===== src/rtl/core/lmdb_pkg.sv =====
`timescale 1ns / 1ps

package lmdb_pkg;

    // Bank geometry
    localparam int NUM_CHANNELS_DEF = 16;
    localparam int CHAN_W           = 6;
    localparam int LEVEL_IN_W       = 18;
    localparam int LEVEL_W          = 16;

    // Configuration port
    localparam int CFG_IDX_W = 4;
    localparam int CFG_W     = 16;

    localparam logic [CFG_IDX_W-1:0] REG_DECAY_STEP       = CFG_IDX_W'(0);
    localparam logic [CFG_IDX_W-1:0] REG_CHANGE_THRESHOLD = CFG_IDX_W'(1);

    localparam logic [CFG_W-1:0] DECAY_STEP_RST       = 16'd1311;
    localparam logic [CFG_W-1:0] CHANGE_THRESHOLD_RST = 16'd66;

    // Input command codes
    localparam logic CMD_SET  = 1'b0;
    localparam logic CMD_TICK = 1'b1;

    localparam logic [LEVEL_W-1:0] LEVEL_MAX = '1;

    typedef enum logic [1:0] {
        ST_IDLE,
        ST_CALC,
        ST_SEND
    } lmdb_state_t;

    // Controller to datapath
    typedef struct packed {
        logic              write_target; // store a set beat's level
        logic              tick_start;   // clear the repaint accumulator
        logic              rd_en;        // read both stores at addr
        logic              calc;         // update channel at addr, load result
        logic              is_last;      // channel at addr is the highest one
        logic [CHAN_W-1:0] addr;
    } lmdb_cmd_t;

    // Clamp a signed 18-bit level to 0..65535
    function automatic logic [LEVEL_W-1:0] clamp_level(input logic [LEVEL_IN_W-1:0] lvl);
        logic [LEVEL_W-1:0] res;
        if (lvl[LEVEL_IN_W-1]) begin
            res = '0;
        end else if (lvl[LEVEL_IN_W-2]) begin
            res = LEVEL_MAX;
        end else begin
            res = lvl[LEVEL_W-1:0];
        end
        return res;
    endfunction

endpackage


===== src/rtl/core/lmdb_ctrl.sv =====
`timescale 1ns / 1ps

module lmdb_ctrl #(
    parameter int NUM_CHANNELS = lmdb_pkg::NUM_CHANNELS_DEF
) (
    input  logic                  aclk,
    input  logic                  aresetn,
    input  logic                  s_valid,
    output logic                  s_ready,
    input  logic                  s_command,
    input  logic [lmdb_pkg::CHAN_W-1:0] s_channel,
    output logic                  m_valid,
    input  logic                  m_ready,
    output lmdb_pkg::lmdb_cmd_t   cmd
);

    localparam int BANK = NUM_CHANNELS + 2;
    localparam logic [lmdb_pkg::CHAN_W-1:0] LAST_IDX = lmdb_pkg::CHAN_W'(BANK - 1);

    lmdb_pkg::lmdb_state_t state_reg, state_next;
    logic [lmdb_pkg::CHAN_W-1:0] idx_reg, idx_next;

    // State and channel counter
    always_ff @(posedge aclk) begin
        if (!aresetn) begin
            state_reg <= lmdb_pkg::ST_IDLE;
            idx_reg   <= '0;
        end else begin
            state_reg <= state_next;
            idx_reg   <= idx_next;
        end
    end

    // Next state and commands
    always_comb begin
        state_next       = state_reg;
        idx_next         = idx_reg;
        s_ready          = 1'b0;
        m_valid          = 1'b0;
        cmd              = '0;
        cmd.addr         = idx_reg;
        cmd.is_last      = (idx_reg == LAST_IDX);
        unique case (state_reg)
            lmdb_pkg::ST_IDLE: begin
                s_ready  = 1'b1;
                cmd.addr = s_channel;
                if (s_valid) begin
                    if (s_command == lmdb_pkg::CMD_TICK) begin
                        // Start the walk at channel 0
                        cmd.tick_start = 1'b1;
                        cmd.rd_en      = 1'b1;
                        cmd.addr       = '0;
                        idx_next       = '0;
                        state_next     = lmdb_pkg::ST_CALC;
                    end else begin
                        cmd.write_target = 1'b1;
                    end
                end
            end
            lmdb_pkg::ST_CALC: begin
                cmd.calc   = 1'b1;
                state_next = lmdb_pkg::ST_SEND;
            end
            lmdb_pkg::ST_SEND: begin
                m_valid = 1'b1;
                if (m_ready) begin
                    if (idx_reg == LAST_IDX) begin
                        state_next = lmdb_pkg::ST_IDLE;
                    end else begin
                        // Prefetch the next channel while this beat leaves
                        idx_next   = idx_reg + 1'b1;
                        cmd.rd_en  = 1'b1;
                        cmd.addr   = idx_reg + 1'b1;
                        state_next = lmdb_pkg::ST_CALC;
                    end
                end
            end
            default: begin
                state_next = lmdb_pkg::ST_IDLE;
            end
        endcase
    end

endmodule


===== src/rtl/core/lmdb_datapath.sv =====
`timescale 1ns / 1ps

module lmdb_datapath #(
    parameter int NUM_CHANNELS = lmdb_pkg::NUM_CHANNELS_DEF
) (
    input  logic                                aclk,
    input  logic                                aresetn,
    input  lmdb_pkg::lmdb_cmd_t                 cmd,
    input  logic [lmdb_pkg::LEVEL_IN_W-1:0]     s_level,
    input  logic                                cfg_valid,
    input  logic [lmdb_pkg::CFG_IDX_W-1:0]      cfg_index,
    input  logic [lmdb_pkg::CFG_W-1:0]          cfg_data,
    output logic [lmdb_pkg::CHAN_W-1:0]         m_out_channel,
    output logic [lmdb_pkg::LEVEL_W-1:0]        m_display_level,
    output logic                                m_channel_changed,
    output logic                                m_last,
    output logic                                m_repaint
);

    localparam int BANK   = NUM_CHANNELS + 2;
    localparam int ADDR_W = $clog2(BANK);
    localparam int LW     = lmdb_pkg::LEVEL_W;

    logic [LW-1:0] decay_step_reg, change_thr_reg;

    logic [LW-1:0] tgt_mem  [BANK];
    logic [LW-1:0] disp_mem [BANK];
    logic [BANK-1:0] tgt_vld_reg, disp_vld_reg;

    logic [LW-1:0] tgt_rd_reg, disp_rd_reg;
    logic          tgt_rd_vld_reg, disp_rd_vld_reg;

    logic          any_reg;

    logic [ADDR_W-1:0] addr;
    logic              set_in_bank;
    logic              tgt_we, disp_we;
    logic [LW-1:0]     tgt, cur, cand, delta, disp_new;
    logic              chg;

    logic [lmdb_pkg::CHAN_W-1:0] out_channel_reg;
    logic [LW-1:0]               display_level_reg;
    logic                        changed_reg, last_reg, repaint_reg;

    assign addr        = cmd.addr[ADDR_W-1:0];
    assign set_in_bank = ({1'b0, cmd.addr} < (lmdb_pkg::CHAN_W + 1)'(BANK));
    assign tgt_we      = cmd.write_target && set_in_bank;
    assign disp_we     = cmd.calc && chg;

    // Configuration registers; writes to unknown indexes are dropped
    always_ff @(posedge aclk) begin
        if (!aresetn) begin
            decay_step_reg <= lmdb_pkg::DECAY_STEP_RST;
            change_thr_reg <= lmdb_pkg::CHANGE_THRESHOLD_RST;
        end else if (cfg_valid) begin
            if (cfg_index == lmdb_pkg::REG_DECAY_STEP) begin
                decay_step_reg <= cfg_data;
            end
            if (cfg_index == lmdb_pkg::REG_CHANGE_THRESHOLD) begin
                change_thr_reg <= cfg_data;
            end
        end
    end

    // Per-entry valid bits: an unwritten entry reads as zero
    always_ff @(posedge aclk) begin
        if (!aresetn) begin
            tgt_vld_reg  <= '0;
            disp_vld_reg <= '0;
        end else begin
            if (tgt_we) begin
                tgt_vld_reg[addr] <= 1'b1;
            end
            if (disp_we) begin
                disp_vld_reg[addr] <= 1'b1;
            end
        end
    end

    // Target and display stores with registered reads
    always_ff @(posedge aclk) begin
        if (tgt_we) begin
            tgt_mem[addr] <= lmdb_pkg::clamp_level(s_level);
        end
        if (disp_we) begin
            disp_mem[addr] <= disp_new;
        end
        if (cmd.rd_en) begin
            tgt_rd_reg      <= tgt_mem[addr];
            disp_rd_reg     <= disp_mem[addr];
            tgt_rd_vld_reg  <= tgt_vld_reg[addr];
            disp_rd_vld_reg <= disp_vld_reg[addr];
        end
    end

    // Attack / decay update of one channel
    always_comb begin
        tgt = tgt_rd_vld_reg  ? tgt_rd_reg  : '0;
        cur = disp_rd_vld_reg ? disp_rd_reg : '0;
        if (tgt > cur) begin
            cand  = tgt;
            delta = tgt - cur;
        end else begin
            cand  = ((cur - tgt) > decay_step_reg) ? (cur - decay_step_reg) : tgt;
            delta = cur - cand;
        end
        chg      = (delta > change_thr_reg);
        disp_new = chg ? cand : cur;
    end

    // Repaint accumulator over one tick
    always_ff @(posedge aclk) begin
        if (!aresetn) begin
            any_reg <= 1'b0;
        end else if (cmd.tick_start) begin
            any_reg <= 1'b0;
        end else if (cmd.calc) begin
            any_reg <= any_reg | chg;
        end
    end

    // Result register
    always_ff @(posedge aclk) begin
        if (cmd.calc) begin
            out_channel_reg   <= cmd.addr;
            display_level_reg <= disp_new;
            changed_reg       <= chg;
            last_reg          <= cmd.is_last;
            repaint_reg       <= cmd.is_last && (any_reg || chg);
        end
    end

    assign m_out_channel     = out_channel_reg;
    assign m_display_level   = display_level_reg;
    assign m_channel_changed = changed_reg;
    assign m_last            = last_reg;
    assign m_repaint         = repaint_reg;

endmodule


===== src/rtl/core/level_meter_decay_bank_core.sv =====
// Set beat: accepted while idle, gives no result; the block stays idle and takes the next beat the cycle after.
// Tick beat: walks NUM_CHANNELS+2 channels, each in an update state and then a send state
// that holds the result until m_ready takes it, reading the next channel as it leaves;
// after the last result is taken the block returns to idle for the next beat.
// Reset (aresetn low, synchronous) idles the controller, restores both config
// registers to their defaults and clears the per-channel valid bits, so all levels read zero.
`timescale 1ns / 1ps

module level_meter_decay_bank_core #(
    parameter int NUM_CHANNELS = lmdb_pkg::NUM_CHANNELS_DEF
) (
    input  logic                                aclk,
    input  logic                                aresetn,
    input  logic                                s_valid,
    output logic                                s_ready,
    input  logic                                s_command,
    input  logic [lmdb_pkg::CHAN_W-1:0]         s_channel,
    input  logic [lmdb_pkg::LEVEL_IN_W-1:0]     s_level,
    output logic                                m_valid,
    input  logic                                m_ready,
    output logic [lmdb_pkg::CHAN_W-1:0]         m_out_channel,
    output logic [lmdb_pkg::LEVEL_W-1:0]        m_display_level,
    output logic                                m_channel_changed,
    output logic                                m_last,
    output logic                                m_repaint,
    input  logic                                cfg_valid,
    output logic                                cfg_ready,
    input  logic [lmdb_pkg::CFG_IDX_W-1:0]      cfg_index,
    input  logic [lmdb_pkg::CFG_W-1:0]          cfg_data
);

    lmdb_pkg::lmdb_cmd_t cmd;

    assign cfg_ready = 1'b1;

    lmdb_ctrl #(
        .NUM_CHANNELS (NUM_CHANNELS)
    ) u_ctrl (
        .aclk      (aclk),
        .aresetn   (aresetn),
        .s_valid   (s_valid),
        .s_ready   (s_ready),
        .s_command (s_command),
        .s_channel (s_channel),
        .m_valid   (m_valid),
        .m_ready   (m_ready),
        .cmd       (cmd)
    );

    lmdb_datapath #(
        .NUM_CHANNELS (NUM_CHANNELS)
    ) u_datapath (
        .aclk              (aclk),
        .aresetn           (aresetn),
        .cmd               (cmd),
        .s_level           (s_level),
        .cfg_valid         (cfg_valid),
        .cfg_index         (cfg_index),
        .cfg_data          (cfg_data),
        .m_out_channel     (m_out_channel),
        .m_display_level   (m_display_level),
        .m_channel_changed (m_channel_changed),
        .m_last            (m_last),
        .m_repaint         (m_repaint)
    );

endmodule


===== config.mk =====
export PLATFORM = sky130hd
export DESIGN_NAME = level_meter_decay_bank_core
export DESIGN_NICKNAME = d
export VERILOG_FILES = /design/src/rtl/core/lmdb_pkg.sv /design/src/rtl/core/lmdb_ctrl.sv /design/src/rtl/core/lmdb_datapath.sv /design/src/rtl/core/level_meter_decay_bank_core.sv
export SDC_FILE = /design/constraint.sdc
export NUM_CORES = 1
export LEC_CHECK = 0
export ABC_AREA = 1
export BUFFER_PORTS_ARGS = -buffer_cell sky130_fd_sc_hd__buf_2
export CAP_MARGIN = 10
export CORE_MARGIN = 4
export CORE_UTILIZATION = 46
export DETAILED_ROUTE_END_ITERATION = 12
export PLACE_DENSITY = 0.71
export SLEW_MARGIN = 0
export SYNTH_ARGS = -nofsm -noshare
export SYNTH_HDL_FRONTEND = slang
export SYNTH_SLANG_ARGS = --single-unit
export TNS_END_PERCENT = 1

===== constraint.sdc =====
create_clock -name aclk -period 14.15 [get_ports aclk]
set_input_delay 2.83 -clock aclk [delete_from_list [all_inputs] [get_ports aclk]]
set_output_delay 2.83 -clock aclk [all_outputs]
set_load 0.02 [all_outputs]

; Word-level counts from Yosys, hierarchy flattened
; Memory sizes are Yosys's and may differ from the RTL's. A register that Yosys moved wholly into a read port is not among the register bits.
; Index checks and enable logic that the tools add are counted.
[op_classes]
addsub = 5
mul = 0
n_div = 0
order_cmp = 6
n_eq_ne = 7
shift = 0
muxes = 42
bitwise = 4
reduce_logical = 13
[op_table]
columns = cell, n
row1 = $mux W16, 9
row2 = $sub A16 B16 Y16, 4
row3 = $gt A16 B16 Y1, 3
row4 = $mux W6, 6
row5 = $or A18 B18 Y18, 2
row6 = $pmux W6 S2, 2
row7 = $mux W1, 14
row8 = $bmux W1 S5, 2
row9 = $mux W2, 5
row10 = $add A6 B1 Y6 const B, 1
row11 = $eq A6 B5 Y1 const B, 1
row12 = $lt A5 B6 Y1 const B, 1
row13 = $lt A6 B5 Y1 const B, 1
row14 = $ne A2 B2 Y1 const B, 3
row15 = $pmux W2 S3, 1
row16 = $reduce_and A3 Y1, 2
row17 = $demux W1 S5, 1
row18 = $ge A5 B1 Y1 const B, 1
row19 = $eq A4 B1 Y1 const B, 1
row20 = $logic_and A1 B1 Y1, 4
row21 = $logic_not A4 Y1, 1
row22 = $reduce_and A2 Y1, 2
row23 = $mux W3, 1
row24 = $eq A2 B1 Y1 const B, 1
row25 = 8 further kinds, 8
[word_totals]
regBits = 104
latch_bits = 0
ramBits = 576
rom_bits = 0
inputBits = 50
output_inout_bits = 28
elab_cells = 93
memories = 2
[memory_table]
columns = name, words, width, rd, rd_ports_with_merged_regs, wr, line
row1 = u_datapath.disp_mem, 18, 16, 1, 1, 1, lmdb_datapath.sv:27  ; logic [LW-1:0] disp_mem [BANK];
row2 = u_datapath.tgt_mem, 18, 16, 1, 1, 1, lmdb_datapath.sv:26  ; logic [LW-1:0] tgt_mem [BANK];

; Logic depth before layout (Yosys ltp)
[logic_depth]
depth_word = 10
depth_mapped = 55
mapped_depth_nobuf = 51

; By module
; From an unflattened synthesis, not the netlist that was laid out.
[unflattened]
hier_cells = 2549
area_unflattened_um2 = 31066.0
[modules_own_cells]
columns = module, n_inst, cells_per_inst, area_each_um2, seq_area_each_um2
row1 = lmdb_datapath, 1, 2451, 30437.9, 20449.6
row2 = lmdb_ctrl, 1, 96, 616.8, 160.2
row3 = level_meter_decay_bank_core, 1, 2, 11.3, 0.0

; Least setup slack after synthesis
; Ideal clock, no wire load.
[synth_timing]
path_type = register to register
startpoint = reg u_datapath.disp_rd_vld_reg
endpoint = mem u_datapath.disp_mem[10][0] in the netlist's numbering, enable pin
t_arrival_ps = 7653
required_ps = 13760
setup_slack_ps = 6107
path_stages_with_launch = 46
path_buffers = 4
period_less_slack_ps = 8043
cell_sequence = edfxtp_1 buf_2 buf_1 nand2_1 ha_1 fa_1 nor3_1 nor2_1 o21ai_0 nand2_1 nand2_1 nand4_1 o211ai_1 xor2_1 inv_1 ha_1 nand4_1 nor2_1 [10 not listed] nor2_1 a2111oi_0 nand2_1 nand2_1 nand3_1 nand2_1 inv_1 ha_1 nand2_1 inv_1 nand3_1 nor3_1 a211o_1 nand2_1 nor2_1 clkinv_1 buf_1 nor2_1
[synth_between]
elab_chain_cells = 10
[synth_rtl]
columns = item, line
row1 = start: declaration, lmdb_datapath.sv:31  ; logic tgt_rd_vld_reg, disp_rd_vld_reg;
row2 = start signal: assignment, lmdb_datapath.sv:92  ; disp_rd_vld_reg <= disp_vld_reg[addr];
row3 = $mux W16 *, lmdb_datapath.sv:99  ; cur = disp_rd_vld_reg ? disp_rd_reg : '0;
row4 = $sub A16 B16 Y16, lmdb_datapath.sv:104  ; cand = ((cur - tgt) > decay_step_reg) ? (cur - decay_step_reg) : tgt;
row5 = $gt A16 B16 Y1, lmdb_datapath.sv:104
row6 = $mux W16, lmdb_datapath.sv:104
row7 = $sub A16 B16 Y16, lmdb_datapath.sv:105  ; delta = cur - cand;
row8 = $mux W16 *, lmdb_datapath.sv:100  ; if (tgt > cur) begin
row9 = $gt A16 B16 Y1 *, lmdb_datapath.sv:107  ; chg = (delta > change_thr_reg);
row10 = $logic_and A1 B1 Y1 *, lmdb_datapath.sv:48  ; assign disp_we = cmd.calc && chg;
row11 = $mux W1 *, lmdb_datapath.sv:85  ; if (disp_we) begin
row12 = $mux W1 (implied by the code) *, lmdb_datapath.sv:86  ; disp_mem[addr] <= disp_new;
row13 = end: declaration, lmdb_datapath.sv:27
; Mark *: on every way between the ends. The rest lies on a longest branch, timed or not.

; Final worst setup path
[layout_timing]
startpoint = reg u_datapath.disp_rd_vld_reg
endpoint = mem u_datapath.disp_mem[13][2] in the netlist's numbering, enable pin
; Same word-level chain as after synthesis.

==> results.txt <==
Counting flops and latches in the post-synthesis netlist gives a little over 700. The number of vias per cell came out at just under 6. In this run the remaining antenna-violating nets after routing total 0.

The startpoint of the worst register-to-register path is u_datapath.disp_rd_vld_reg$_DFFE_PP_. In the synthesized netlist, the cells that appear most often are 635 x sky130_fd_sc_hd__edfxtp_1, 507 x sky130_fd_sc_hd__nand2_1, 271 x sky130_fd_sc_hd__nor2_1. Among all cell types in the netlist, the one instantiated most often is sky130_fd_sc_hd__edfxtp_1. At the worst endpoint, the required time is between 10 and 15 ns. sky130_fd_sc_hd__edfxtp_1 takes more of the synthesized area than any other cell. The maximum vdd drop came out at about 0.00011 V. The routed design could run at a clock period as short as approximately 10 ns. The die covers between 70000 and 80000 µm². The number of synthesized flops with an enable pin came out at 635. The largest registers in the layout are u_datapath.disp_mem (288), u_datapath.tgt_mem (288).

Yosys mapped the design onto between 50 and 60 distinct sky130hd cell types. For hold timing, the worst endpoint is u_datapath.change_thr_reg[11]$_SDFFE_PN0P_. Setup repair after global routing left no endpoint under its margin.

Detailed routing placed a total of 41.05 mm of wire on met2. In the routed design, unresolved DRC markers number 0. The worst setup margin came out at around 3.7 ns. The relative area change from synthesis to final layout is 11.84%.

The total design power came out at ~6300 µW. In this run, post-CTS repair resized a total of 0 instances. The kind of launch point of the worst setup path is a register. The initial utilization of the core area, before any placement, comes to 0.4649.

Clock latency on the worst-skew pair, taken at its later pin, is 0.63 ns. The die is approximately 270 µm tall. TritonCTS built the clock tree. Entering global routing, the biggest net connects between 90 and 100 pins. The number of port buffers is 76. The count of nets after finishing came out at between 2000 and 3000. The layout has between 5000 and 6000 filler cells. For this run, the share of the core covered by cells in the final layout is 0.5199. The level count of the clock H-tree came out at 3.

Of all nets on the critical path, the largest fanout is 19. The wire length reported by the detailed router is just under 90 mm. The number of instances in the placed design came out at 3554.

Max-cap violations in this run came to 0. The first global-routing pass estimated ~130 mm of wire. The maximum single-stage delay on the critical path is ~1.1 ns.

The flow ran to the end, and the final reports show no timing, DRC or antenna violations. Post-CTS timing repair inserted 0 buffers for setup. The min-delay analysis places its worst path in the category register to register.

In this run the critical register-to-register path is captured at u_datapath.disp_mem[13][2]$_DFFE_PP_. The quantity of hold-fixing buffers added after cts came out at 0. The floorplan step defined a core boundary enclosing roughly 67000 µm².

The aggregate global-route resource usage is 0.2410. The count of placed standard cells in the final layout, fillers left out is between 3000 and 4000. The relative slew slack came out at 0.2063. Yosys attributes the largest share of cell area to sky130_fd_sc_hd__edfxtp_1 61%, sky130_fd_sc_hd__a22oi_1 6.4%, sky130_fd_sc_hd__nand2_1 6.1%, sky130_fd_sc_hd__dfxtp_1 4.9%, sky130_fd_sc_hd__ha_1 3.6%. The startpoint of the worst hold path is u_datapath.change_thr_reg[11]$_SDFFE_PN0P_. The I/O pin count came out at approximately 80.

The setup slack of the most critical reg-to-reg path is about 3.7 ns. The cell with the most instances on the worst path is sky130_fd_sc_hd__nand2_1. The analysis attributes to cell leakage a power of approximately 0.013 µW. The largest individual stage delay along the critical path comes from the cell sky130_fd_sc_hd__nor2_2.

Counting instances, the worst hold path has a depth of 2. At the end of routability-driven placement, the weighted congestion stood at around 0.98. The total routed wire length on the met1 layer is approximately 36 mm. The detailed-routed wire length on met3 came out at 8.404 mm.

Counting flops with an async set or reset pin after synthesis yields a share of 0. The upper clock frequency limit is between 90 and 100 MHz. The total nets after synthesis came out at around 2800. Synthesis handed over a netlist of roughly 2700 instances. Detailed placement finished with a half-perimeter wire length of between 50 and 60 mm. Averaged over all synthesized cells, the footprint is around 12 µm².

The first-pass detailed-route iteration total came out at 5. At the pin with the least slew margin, the transition time is 1.186 ns. The post-route fraction of the period consumed by the critical path came out at 0.7358. The type of destination of the critical path is a register. The signal arrival time at the worst endpoint is roughly 11 ns. The most used flip-flop cell after synthesis is sky130_fd_sc_hd__edfxtp_1.

The initial antenna violation count came to 1. The number of cells on the worst reg-to-reg path came out at 43. The total overflow reported by the global router came out at 0. The areal power density over the cells came out at around 180 nW/µm². The classification of the worst setup path is register to register.

The number of placement rows is 95. The number of max-slew violations in the final report is 0. Of the cells placed in the final design, the portion with a size suffix greater than 1 is 0.1234. The via count of the first global-routing pass came out at around 21000. In this run the clock root is driven by a sky130_fd_sc_hd__clkbuf_16. The CTS buffer count came out at 72. The final number of hold-violating endpoints was 0. The top-area cell type share of the netlist area came out at 0.6097. After clock tree synthesis, the clock-pin slew on the worst setup and hold paths is ~0.060 ns. The floorplan die width is ~270 µm. The synthesis warning total came out at 0. Adding up every negative setup slack in the final design gives 0 ns. The proportion of synthesized chip area in sequential cells is 0.6590. In the final routed layout, each cell accounts on average for 23.93 µm. The clock passes through at most 3 buffers. The post-placement worst setup slack is between 3 and 4 ns. The cell area after technology mapping came out at 31270 µm². Setup violations remaining at the end of the flow were counted as 0.

The highest layer touched by signal routing is met4. The clock sink count came out at approximately 710. The number of DRC markers after the initial detailed-route iteration came out at approximately 2500. The via count came out at 21650. Between clock sinks in the finished design, the worst skew comes to 0.04825 ns.
==> metrics by stage <==
stage	hold WS [ns]	area, µm²
finish	0.4590	34980
global route	0.4861	34970
CTS	0.4641	34960
detailed placement	0.4551	32640
global placement	0.4471	32640
floorplan	0.4331	31270
==> worst max-delay path, delay by kind of cell (launching register included) <==
kind / cells / cell delay (ns)
AO/OA/AOI/OAI: 7 / 1.95
XOR/XNOR: 1 / 0.09
flip-flops: 1 / 0.75
AND/OR/NAND/NOR: 26 / 4.53
adder cells (fa/ha/maj): 4 / 1.20
buffers and inverters: 5 / 1.47
==> worst max path at each step <==
stage / endpoint / from / cells past startpoint / slack, ns
2_1_floorplan: u_datapath.disp_mem[10][0]$_DFFE_PP_ / u_datapath.disp_rd_vld_reg$_DFFE_PP_ / 45 / 6.11
3_3_place_gp: u_datapath.disp_mem[17][0]$_DFFE_PP_ / u_datapath.disp_rd_vld_reg$_DFFE_PP_ / 44 / 3.84
3_5_place_dp: u_datapath.disp_mem[17][5]$_DFFE_PP_ / u_datapath.disp_rd_vld_reg$_DFFE_PP_ / 44 / 3.59
4_1_cts: u_datapath.disp_mem[17][9]$_DFFE_PP_ / u_datapath.disp_rd_vld_reg$_DFFE_PP_ / 44 / 3.56
5_1_grt: u_datapath.disp_mem[13][2]$_DFFE_PP_ / u_datapath.disp_rd_vld_reg$_DFFE_PP_ / 43 / 2.66
6_report: u_datapath.disp_mem[13][2]$_DFFE_PP_ / u_datapath.disp_rd_vld_reg$_DFFE_PP_ / 43 / 3.74
==> cells by family (layout without fill, tap and decap cells) <==
group	after synthesis	in the layout	synth area share
xor gates and xnor gates	43	43	0.01228
DFF	712	712	0.6590
adders and majority gates	92	92	0.03753
and+or+nand+nor	936	936	0.1234
AOI/OAI and AO/OA	603	603	0.1272
buffers and inverters	303	426	0.04045
other	1	2	0.0001199
==> area by class of cell <==
type,instances,area [µm²],area share
sequential,712,20610,0.5892
multi-input combinational,1675,9577,0.2738
clock buffer,101,2012,0.05752
tap,873,1092,0.03123
timing repair buffer,119,706.9,0.02021
inverter,176,665.6,0.01903
clock inverter,30,311.5,0.008907
antenna,1,2.502,0.00007154
==> placed cells by master (no fill, tap or decap), drive strengths merged <==
cell type  count
edfxtp       635
nand2        513
nor2         284
a22oi        266
inv          179
a21oi        135
o21ai        134
buf          119
nand3        103
clkbuf       101
ha            89
dfxtp         77
xor2          30
clkinv        23
o21a          20
o211ai        16
xnor2         13
nand4         12
nor3          12
a21o           5
o22ai          5
a22o           4
nor4           3
o21bai         3
nand3b         3
a211oi         3
a31oi          3
or2            3
fa             3
bufinv         3
a21boi         3
a221oi         2
a2111oi        2
and2           2
diode          1
nor3b          1
o2111ai        1
a211o          1
conb           1
clkinvlp       1
==> layer usage <==
metal / GRT usage / vias up
met1: 0.3290 / 10590
met5: 0 / -
met4: 0.09141 / 0
li1: - / 9801
met2: 0.3834 / 1089
met3: 0.05146 / 174
==> report_power, final <==
group	switching, µW	total, µW	internal, µW
combinational	1350	1770	423
clock	800	1860	1060
sequential	19.4	2670	2650
Power figures use the tool's default switching activity.
